$ cat config.mk
export PLATFORM = sky130hd
export DESIGN_NAME = ps2_device_byte_transmitter_top
export DESIGN_NICKNAME = d
export VERILOG_FILES = /design/src/rtl/ps2dbt_pkg.sv /design/src/rtl/ps2dbt_fifo.sv /design/src/rtl/ps2_device_byte_transmitter_top.sv
export SDC_FILE = /design/constraint.sdc
export NUM_CORES = 1
export LEC_CHECK = 0
export ABC_AREA = 0
export BUFFER_PORTS_ARGS = -buffer_cell sky130_fd_sc_hd__buf_2
export CAP_MARGIN = 20
export CELL_PAD_IN_SITES_DETAIL_PLACEMENT = 1
export CELL_PAD_IN_SITES_GLOBAL_PLACEMENT = 1
export CORE_MARGIN = 10
export CORE_UTILIZATION = 48
export CTS_CLUSTER_DIAMETER = 200
export DETAILED_ROUTE_END_ITERATION = 10
export PLACE_DENSITY_LB_ADDON = 0.2
export SETUP_SLACK_MARGIN = 0.02
export SLEW_MARGIN = 15
export SYNTH_ARGS = -nofsm -noshare
export SYNTH_HDL_FRONTEND = slang
export SYNTH_HIERARCHICAL = 1
export SYNTH_SLANG_ARGS = --single-unit
$ cat constraint.sdc
create_clock -name clock -period 2.6 [get_ports clock]
set_input_delay 0.13 -clock clock [delete_from_list [all_inputs] [get_ports clock]]
set_output_delay 0.13 -clock clock [all_outputs]
set_load 0.02 [all_outputs]
$ cat src/rtl/ps2dbt_pkg.sv
// Shared types and constants for the PS/2 device byte transmitter.
package ps2dbt_pkg;

   localparam int FIFO_DEPTH = 16;
   localparam int PTR_W = $clog2(FIFO_DEPTH);
   localparam int BYTE_W = 8;
   localparam int BIT_CNT_W = 4;
   localparam int DATA_LAST_BIT = 8;
   localparam int PARITY_BIT = 9;
   localparam int FRAME_LAST_BIT = 11;

   typedef logic [PTR_W-1:0] ptr_type;
   typedef logic [BYTE_W-1:0] byte_type;

   typedef enum logic {
      CMD_TICK = 1'b0,
      CMD_PUSH = 1'b1
   } command_type;

   typedef struct packed {
      logic empty;
      logic full;
   } fifo_status_type;

endpackage

$ cat src/rtl/ps2dbt_fifo.sv
// Ring FIFO of scan-code bytes, holds at most FIFO_DEPTH-1 entries.
module ps2dbt_fifo (
   input  logic                        clock,
   input  logic                        reset,
   input  logic                        push,
   input  ps2dbt_pkg::byte_type        push_data,
   input  logic                        pop,
   output ps2dbt_pkg::byte_type        pop_data,
   output ps2dbt_pkg::fifo_status_type status
);
   import ps2dbt_pkg::*;

   byte_type store_ff [FIFO_DEPTH];
   ptr_type  wr_ptr_ff;
   ptr_type  wr_ptr_in;
   ptr_type  rd_ptr_ff;
   ptr_type  rd_ptr_in;

   function automatic ptr_type next_ptr(input ptr_type p);
      ptr_type n;
      if (p == PTR_W'(FIFO_DEPTH - 1)) begin
         n = '0;
      end else begin
         n = p + 1'b1;
      end
      return n;
   endfunction

   always_comb begin
      status.empty = (wr_ptr_ff == rd_ptr_ff);
      status.full  = (next_ptr(wr_ptr_ff) == rd_ptr_ff);
      pop_data     = store_ff[rd_ptr_ff];
      wr_ptr_in    = push ? next_ptr(wr_ptr_ff) : wr_ptr_ff;
      rd_ptr_in    = pop ? next_ptr(rd_ptr_ff) : rd_ptr_ff;
   end

   always_ff @(posedge clock) begin
      if (push) begin
         store_ff[wr_ptr_ff] <= push_data;
      end
   end

   always_ff @(posedge clock) begin
      if (reset) begin
         wr_ptr_ff <= '0;
         rd_ptr_ff <= '0;
      end else begin
         wr_ptr_ff <= wr_ptr_in;
         rd_ptr_ff <= rd_ptr_in;
      end
   end

endmodule

$ cat src/rtl/ps2_device_byte_transmitter_top.sv
// PS/2 device-to-host byte transmitter: scan-code FIFO and frame sequencer.
//
//   channel | dir | tdata (low bit first)                              | tuser
//   req     | in  | scan_code[7:0]                                     | command
//   rsp     | out | clock_line, data_line, push_accepted, sending, 0s  | -
//
// One item per clock: each push or tick updates the FIFO pointers and the
// frame sequencer in the accepting cycle; the result is held in the state
// registers plus one flag until taken. req_tready drops only while a result
// waits and rsp_tready is low. Reset is synchronous; the FIFO store itself
// is not cleared.
module ps2_device_byte_transmitter_top (
   input  logic       clock,
   input  logic       reset,
   input  logic       req_tvalid,
   output logic       req_tready,
   input  logic [7:0] req_tdata,   // scan_code[7:0]
   input  logic [0:0] req_tuser,   // command
   output logic       rsp_tvalid,
   input  logic       rsp_tready,
   output logic [7:0] rsp_tdata    // clock_line, data_line, push_accepted, sending, zeros
);
   import ps2dbt_pkg::*;

   typedef enum logic [1:0] {
      PH_IDLE,
      PH_DATA,
      PH_CLK_LOW,
      PH_CLK_HIGH
   } phase_type;

   phase_type             phase_ff, phase_in;
   logic [BIT_CNT_W-1:0]  bit_cnt_ff, bit_cnt_in;
   logic [BIT_CNT_W-1:0]  bit_cnt_inc;
   logic [2:0]            bit_idx;
   byte_type              byte_ff, byte_in;
   logic                  parity_ff, parity_in;
   logic                  clock_level_ff, clock_level_in;
   logic                  data_level_ff, data_level_in;
   logic                  push_acc_ff, push_acc_in;
   logic                  rsp_valid_ff, rsp_valid_in;
   logic                  accept;
   logic                  is_push;
   logic                  fifo_push;
   logic                  fifo_pop;
   logic                  data_bit;
   byte_type              fifo_data;
   fifo_status_type       fifo_status;

   ps2dbt_fifo u_fifo (
      .clock     (clock),
      .reset     (reset),
      .push      (fifo_push),
      .push_data (req_tdata),
      .pop       (fifo_pop),
      .pop_data  (fifo_data),
      .status    (fifo_status)
   );

   assign req_tready = !rsp_valid_ff || rsp_tready;
   assign accept     = req_tvalid && req_tready;
   assign is_push    = (command_type'(req_tuser[0]) == CMD_PUSH);
   assign fifo_push  = accept && is_push && !fifo_status.full;
   assign fifo_pop   = accept && !is_push && (phase_ff == PH_IDLE) && !fifo_status.empty;

   assign bit_cnt_inc = bit_cnt_ff + 1'b1;
   assign bit_idx     = 3'(bit_cnt_ff - 1'b1);

   always_comb begin
      phase_in       = phase_ff;
      bit_cnt_in     = bit_cnt_ff;
      byte_in        = byte_ff;
      parity_in      = parity_ff;
      clock_level_in = clock_level_ff;
      data_level_in  = data_level_ff;
      data_bit       = 1'b1;
      push_acc_in    = accept ? fifo_push : push_acc_ff;
      rsp_valid_in   = accept ? 1'b1 : (rsp_valid_ff && !rsp_tready);

      priority if (bit_cnt_ff == '0) begin
         data_bit = 1'b0;
      end else if (bit_cnt_ff <= BIT_CNT_W'(DATA_LAST_BIT)) begin
         data_bit = byte_ff[bit_idx];
      end else if (bit_cnt_ff == BIT_CNT_W'(PARITY_BIT)) begin
         data_bit = !parity_ff;
      end else begin
         data_bit = 1'b1;
      end

      if (accept && !is_push) begin
         unique case (phase_ff)
            PH_IDLE: begin
               if (!fifo_status.empty) begin
                  byte_in  = fifo_data;
                  phase_in = PH_DATA;
               end
            end
            PH_DATA: begin
               data_level_in = data_bit;
               parity_in     = (bit_cnt_ff == '0) ? 1'b0 : (parity_ff ^ data_bit);
               if (bit_cnt_inc > BIT_CNT_W'(FRAME_LAST_BIT)) begin
                  bit_cnt_in = '0;
                  phase_in   = PH_IDLE;
               end else begin
                  bit_cnt_in = bit_cnt_inc;
                  phase_in   = PH_CLK_LOW;
               end
            end
            PH_CLK_LOW: begin
               clock_level_in = 1'b0;
               phase_in       = PH_CLK_HIGH;
            end
            PH_CLK_HIGH: begin
               clock_level_in = 1'b1;
               phase_in       = PH_DATA;
            end
            default: begin
               phase_in = PH_IDLE;
            end
         endcase
      end
   end

   always_ff @(posedge clock) begin
      if (reset) begin
         phase_ff       <= PH_IDLE;
         bit_cnt_ff     <= '0;
         byte_ff        <= '0;
         parity_ff      <= 1'b0;
         clock_level_ff <= 1'b1;
         data_level_ff  <= 1'b1;
         push_acc_ff    <= 1'b0;
         rsp_valid_ff   <= 1'b0;
      end else begin
         phase_ff       <= phase_in;
         bit_cnt_ff     <= bit_cnt_in;
         byte_ff        <= byte_in;
         parity_ff      <= parity_in;
         clock_level_ff <= clock_level_in;
         data_level_ff  <= data_level_in;
         push_acc_ff    <= push_acc_in;
         rsp_valid_ff   <= rsp_valid_in;
      end
   end

   assign rsp_tvalid = rsp_valid_ff;
   assign rsp_tdata  = {4'b0000, (phase_ff != PH_IDLE), push_acc_ff,
                        data_level_ff, clock_level_ff};

   // clock line is low only between the low and high half of a pulse
   assert property (@(posedge clock) disable iff (reset)
      !clock_level_ff |-> (phase_ff == PH_CLK_HIGH))
      else $error("clock line low outside clock pulse");

   // a tick never reports a stored push
   assert property (@(posedge clock) disable iff (reset)
      (accept && !is_push) |=> !push_acc_ff)
      else $error("push_accepted set by a tick");

   // bit counter stays within the frame and is clear while idle
   assert property (@(posedge clock) disable iff (reset)
      (bit_cnt_ff <= BIT_CNT_W'(FRAME_LAST_BIT)) &&
      ((phase_ff != PH_IDLE) || (bit_cnt_ff == '0)))
      else $error("bit counter out of frame");

   // a frame starts only from a non-empty FIFO
   assert property (@(posedge clock) disable iff (reset)
      fifo_pop |-> !fifo_status.empty)
      else $error("FIFO read while empty");

endmodule

==> results.yml, run 1 <==
run_status:
  outcome: "completed"
worst_setup_path:
  cp-end-kind: "register"
  cp.arrival_ps: 2570
  reg2reg_slack_ps: 170
  crit_type: "reg2reg"
  r2r-end: "u_fifo/store_ff[4][1]$_DFFE_PP_"
  worst-path-stages: 11
  required_ps: 2740
  slowest_stage: "dfxtp_2"
  endpoint: "u_fifo/store_ff[4][1]$_DFFE_PP_"
  crit_family: "simple AND/OR/NAND/NOR gates"
  max_stage_delay_ps: 380
  critPathBufInv: 3
  critPathMaxFanout: 8
  cp-startpoint: "u_fifo/wr_ptr_ff[0]$_SDFFE_PP0P_"
  reg2reg_depth: 11
  path_cells: "ha_2 -> inv_1 -> a311oi_2 -> xnor2_1 -> nor4_2 -> nor3b_2 -> buf_4 -> nand2_1 -> nor2_2 -> and2_1 -> buf_12"
  timing.rr.start: "u_fifo/wr_ptr_ff[0]$_SDFFE_PP0P_"
  start_kind: "register"
timing:
  drv_slew: 0
  finClkSkew_ps: 7.79
  max_freq_ghz: 0.411
  worst_pin_slew_ps: 639
  whs_ps: 25.6
  hold_violations: 0
  rsz0062_at_grt: "true"
  fin_crit_sh_pct: 93.5
  setup_viol: 0
  final.min_clock_period_ps: 2430
  slew_headroom_pct: 57.3
clocking:
  h-tree-depth: 4
  cts_inserted_buffers: 17
  clock-sinks: 159
  clk_latency_ps: 430
  cts_tree: "done"
  clk_path_buf_depth: 2
  cts_root_buffer: "clkbuf_16"
  clkTransAtPathRegs_ps: 70
synthesis:
  synthArstFlopShare_pct: 0
  postSynthAreaPerCell_um2: 17.0
  synth_edf_count: 128
  synth_most_common_cell: "edfxtp_1"
  synth_area_leader_cell: "edfxtp_1"
  yosys.cell_types.count: 57
  synth_area_um2: 6750
  synth-seq-area-share_pct: 66.1
  synthTopCellsByArea: "edfxtp_1, dfxtp_1, mux4_1"
  ys_seq_elements: 159
  yosys-top-cells-count: "edfxtp_1, dfxtp_1, nor2_1"
  ys.flop_type: "edfxtp_1"
  yosys_warnings: 6
  synth_top_area_share_pct: 56.9
  netlist_instances: 398
placed_design:
  dp_hpwl_mm: 9.61
  gp_congestion: 0.747
  io_buffers: 18
  placed_area_um2: 7250
  post-place-cells: 601
global_route:
  antenna_found_initial: 0
  grt_pass1_wl_mm: 22.7
  grt_max_degree: 29
  groute.usage.overall_pct: 15.4
  gr-total-overflow: 0
  grt_pass1_vias: 3840
final_layout:
  final_cells: 636
  syn_to_final_growth_pct: 16.9
  diodes: 0
  stdcell_area_um2: 7890
  utilization_pct: 57.1
  layout-drive-gt1-share_pct: 26.1
  nets: 468
run:
  drv_cap: 0
floorplan:
  core_um2: 13800
  start_util_pct: 48.8
  die_w_um: 139
  die_area_um2: 19200
  ios: 23
  die_h_um: 139
  num_rows: 43
route:
  first_iter_violations: 227
  wl_per_cell_um: 22.5
  drt-total-wl_mm: 14.3
  vias_per_cell: 5.63
  drtPass1Iterations: 5
  remaining_drc_errors: 0
  drtAntennaViolNets: 0
  num_vias: 3578
worst_hold_path:
  holdCritStartpoint: "rsp_tready"
  holdPathStages: 3
  hp-class: "in2reg"
power:
  power.density_nw_per_um2: 710
  leakagePower_nw: 2.70
  ir_drop_mv: 0.537
==> worst min path at each step <==
| stage | to |
|---|---|
| floorplan | u_fifo/store_ff[0][0]$_DFFE_PP_ |
| global placement | rsp_tvalid$_SDFF_PP0_ |
| detailed placement | rsp_tvalid$_SDFF_PP0_ |
| finish | rsp_tvalid$_SDFF_PP0_ |
| CTS | rsp_tvalid$_SDFF_PP0_ |
| global route | rsp_tvalid$_SDFF_PP0_ |
==> power breakdown <==
part | internal, W | switching [W] | leakage, nW
sequential | 0.00278 | 0.0000298 | 1.41
clock | 0.00143 | 0.00105 | 0.288
combinational | 0.000145 | 0.000173 | 1.01
total | 0.00435 | 0.00125 | 2.70
==> flip-flops by register name (all words and copies together), names as in the netlist, named ones only <==
name,cells
bit_cnt_ff,4
byte_ff,8
clock_level_ff,1
data_level_ff,1
parity_ff,1
phase_ff,2
push_acc_ff,1
rsp_tvalid,1
u_fifo/rd_ptr_ff,4
u_fifo/store_ff,128
u_fifo/wr_ptr_ff,4
==> layer usage <==
layer | track usage [%] | up-vias | share of wire, %
li1 | - | 1636 | -
met1 | 19.5 | 1877 | 46
met2 | 25.7 | 50 | 51
met3 | 3.36 | 15 | 2.4
met4 | 4.99 | 0 | 1.2
met5 | 0 | - | 0
==> tightest hold or removal path, stage by stage <==
cell	delay, ps
buf_2	70
nand2b_4	130
a21oi_1	70
==> timing repair <==
item	4_1_cts	5_1_grt
setup endpoints to repair	120	120
gates resized for setup	3	9
setup buffers	0	2
hold buffers	1	0
hold endpoints to repair	1	0
pin swaps	0	3
==> stage by stage <==
stage	total power [W]	worst slack (ps)	TNS, ps
2_1_floorplan	0.00307	80.6	0
3_3_place_gp	0.00316	121	0
3_5_place_dp	0.00317	-107	-4090
4_1_cts	0.00565	29.5	0
5_1_grt	0.00580	9.45	0
6_report	0.00560	169	0
==> cell families (layout without fill, tap and decap cells) <==
family | after synthesis | after routing | synth area share [%]
fa+ha+maj | 12 | 12 | 2.22
flops | 159 | 159 | 66.1
xor+xnor | 12 | 12 | 1.83
buf+inv | 35 | 90 | 3.54
mux | 47 | 47 | 14.3
other cells | 1 | 4 | 0.0555
compound gates | 42 | 42 | 4.47
simple gates | 90 | 90 | 7.47
==> final cells by class <==
class                           count  area, µm²
Fill cell                        1235       5940
Clock buffer                       17        425
Multi-Input combinational cell    207       2100
Clock inverter                     15        163
Tap cell                          180        225
Sequential cell                   159       4470
Inverter                            9       33.8
Timing Repair Buffer               49        475
==> cell usage in the layout (no fill, tap or decap), types with 2 or more instances in the layout <==
cell type	netlist	routed
inv_1	9	9
a21oi_1	10	10
o21ai_0	3	3
ha_1	12	11
conb_1	1	4
xor2_1	8	8
buf_12	1	12
nor3_1	3	2
nand2_1	21	21
a211oi_1	3	3
inv_6	0	3
a22oi_1	16	16
nor2_1	23	22
nor2b_1	2	2
dfxtp_2	0	2
dfxtp_1	31	28
nor4_2	1	2
nor3b_2	0	2
clkbuf_16	0	17
edfxtp_1	128	128
clkinv_2	0	2
clkinv_4	0	5
buf_2	5	18
or2b_2	2	2
xnor2_1	3	3
bufinv_16	0	2
mux4_1	18	18
nor3_2	1	2
and2_1	18	13
mux4_2	16	16
nand4_1	2	2
buf_4	9	18
and2_4	0	5
nand2b_1	2	2
mux2i_1	12	12
(Power assumes the default switching activity.)
==> inputs of run 2 (changes only) <==
BUFFER_PORTS_ARGS = -buffer_cell sky130_fd_sc_hd__buf_4   (was -buffer_cell sky130_fd_sc_hd__buf_2)
GPL_ROUTABILITY_DRIVEN = 0   (was unset)
==> run 2 against run 1 <==
  * Utilization up 0.25 points
  * Hold slack better by 4.1 ps
  * Final cell count unchanged
  * Clock skew down 3.7 ps
  * Global-route usage about the same
  * Flip-flop and latch count unchanged
  * Fmax up 1.3%
  * Highest routed layer unchanged
  * Largest cell class unchanged
  * Sequential power about the same
  * Routed wire length up 0.24%
  * Final area up 0.44%
==> results.yml, run 2 (synthesized netlist as in run 1, its figures left out) <==
run_status:
  outcome: "completed"
timing:
  drv_slew: 0
  setup_viol: 0
  fin_crit_sh_pct: 92.3
  slew_headroom_pct: 58.9
  worst_pin_slew_ps: 615
  hold_violations: 0
  rsz0062_at_grt: "false"
  finalSetupTns_ps: 0
  final.min_clock_period_ps: 2400
  finClkSkew_ps: 4.04
  max_freq_ghz: 0.417
global_route:
  antenna_found_initial: 0
  gr-total-overflow: 0
  groute.usage.overall_pct: 15.3
  grt_pass1_vias: 3870
  grt_pass1_wl_mm: 22.7
  grt_max_degree: 33
floorplan:
  ios: 23
  die_h_um: 139
  core_um2: 13800
  num_rows: 43
  die_area_um2: 19200
  die_w_um: 139
  start_util_pct: 48.8
final_layout:
  final_cell_mix: "edfxtp_1, buf_4, dfxtp_1, nor2_1, nand2_1"
  layout-drive-gt1-share_pct: 25.9
  syn_to_final_growth_pct: 17.4
  final_common_cell: "edfxtp_1"
  diodes: 0
  utilization_pct: 57.3
  nFillCells: 1253
  regMostFlops: "u_fifo/store_ff"
  nets: 469
  largest_register_ffs: 128
  top_regs: "u_fifo/store_ff: 128 flops, byte_ff: 8 flops"
worst_setup_path:
  cp.arrival_ps: 2540
  cp-end-kind: "register"
  critPathMaxFanout: 8
  crit_type: "reg2reg"
  start_kind: "register"
  required_ps: 2740
clocking:
  h-tree-depth: 4
  cts_inserted_buffers: 17
  cts_root_buffer: "clkbuf_16"
  clk_path_buf_depth: 2
  clk_latency_ps: 430
  clock-sinks: 159
  cts_tree: "done"
  clkTransAtPathRegs_ps: 60
route:
  drtAntennaViolNets: 0
  vias_per_cell: 5.66
  first_iter_violations: 303
  remaining_drc_errors: 0
  wl_per_cell_um: 22.5
  drtPass1Iterations: 4
  drt-total-wl_mm: 14.3
  num_vias: 3597
placed_design:
  io_buffers: 18
  dp_hpwl_mm: 9.70
worst_hold_path:
  hp-class: "in2reg"
power:
  ir_drop_mv: 0.473
  leakagePower_nw: 2.71
  power.density_nw_per_um2: 699
run:
  drv_cap: 0
-- run 2: cell types whose count changed in the layout (fill, tap and decap cells not counted), moves of 2 or more --
cell and change:
clkinv_4 -4, clkinvlp_4 +2, clkinv_2 +2, buf_4 +19, buf_2 -18
-- run 2: what timing repair did --
action                                  CTS  global route
hold endpoints to repair                  1             0
resized for setup                         8             3
hold buffers                              1             0
cloned                                    0             0
endpoints found under the setup margin   80           120
setup buffers                             1             1
pin swaps                                 1             2
-- run 2: power by group --
part           total [W]  switching, W  internal (W)
registers        0.00280     0.0000233       0.00278
clock network    0.00240      0.000987       0.00141
logic           0.000340      0.000186      0.000154
total            0.00554       0.00120       0.00434
-- run 2: metrics by stage --
| stage | hold WS (ps) | cell area, µm² | setup WS [ps] | power [W] | instances |
|---|---|---|---|---|---|
| finish | 29.7 | 7930 | 201 | 0.00554 | 636 |
| floorplan | 229 | 6770 | 80.6 | 0.00307 | 401 |
| global route | 24.8 | 7930 | 31.6 | 0.00573 | 636 |
| detailed placement | 417 | 7300 | -22.2 | 0.00319 | 602 |
| CTS | 11.2 | 7910 | 61.8 | 0.00560 | 635 |
| global placement | 404 | 7300 | 91.6 | 0.00318 | 602 |
-- run 2: area by class of cell --
type	instances	area (µm²)	share of cell area, %
Inverter	9	33.8	0.426
Tap cell	180	225	2.84
Timing Repair Buffer	50	528	6.66
Sequential cell	159	4470	56.4
Clock buffer	18	429	5.41
Clock inverter	13	140	1.77
Multi-Input combinational cell	207	2100	26.5
-- run 2: worst max-delay path, cell delays in order, from the launching register on --
cell and delay, ps:
dfxtp_1 370, ha_2 220, inv_1 80, a311oi_2 280, xnor2_1 180, nor4_2 60, nor3b_2 180, buf_4 160
nand2_1 100, nor2_4 140, and2_1 200, buf_12 140
-- run 2: worst paths after layout --
kind                                                       start                              end  slack (ps)  cells past startpoint
worst max-delay path            u_fifo/wr_ptr_ff[0]$_SDFFE_PP0P_  u_fifo/store_ff[4][4]$_DFFE_PP_         200                     11
worst max register to register  u_fifo/wr_ptr_ff[0]$_SDFFE_PP0P_  u_fifo/store_ff[4][4]$_DFFE_PP_         200                     11
worst min register to register        data_level_ff$_SDFFE_PP1P_       data_level_ff$_SDFFE_PP1P_         470                      1
worst min-delay path                                  rsp_tready            rsp_tvalid$_SDFF_PP0_          30                      3
-- run 2: routing by layer --
layer	global-route usage [%]	routed length, µm	part of all wire, %	up-vias
met2	25.1	7270	51	85
met1	19.7	6070	42	1853
met3	3.25	758	5.3	18
met5	0	0	0	-
met4	5.49	240	1.7	0
li1	-	-	-	1641
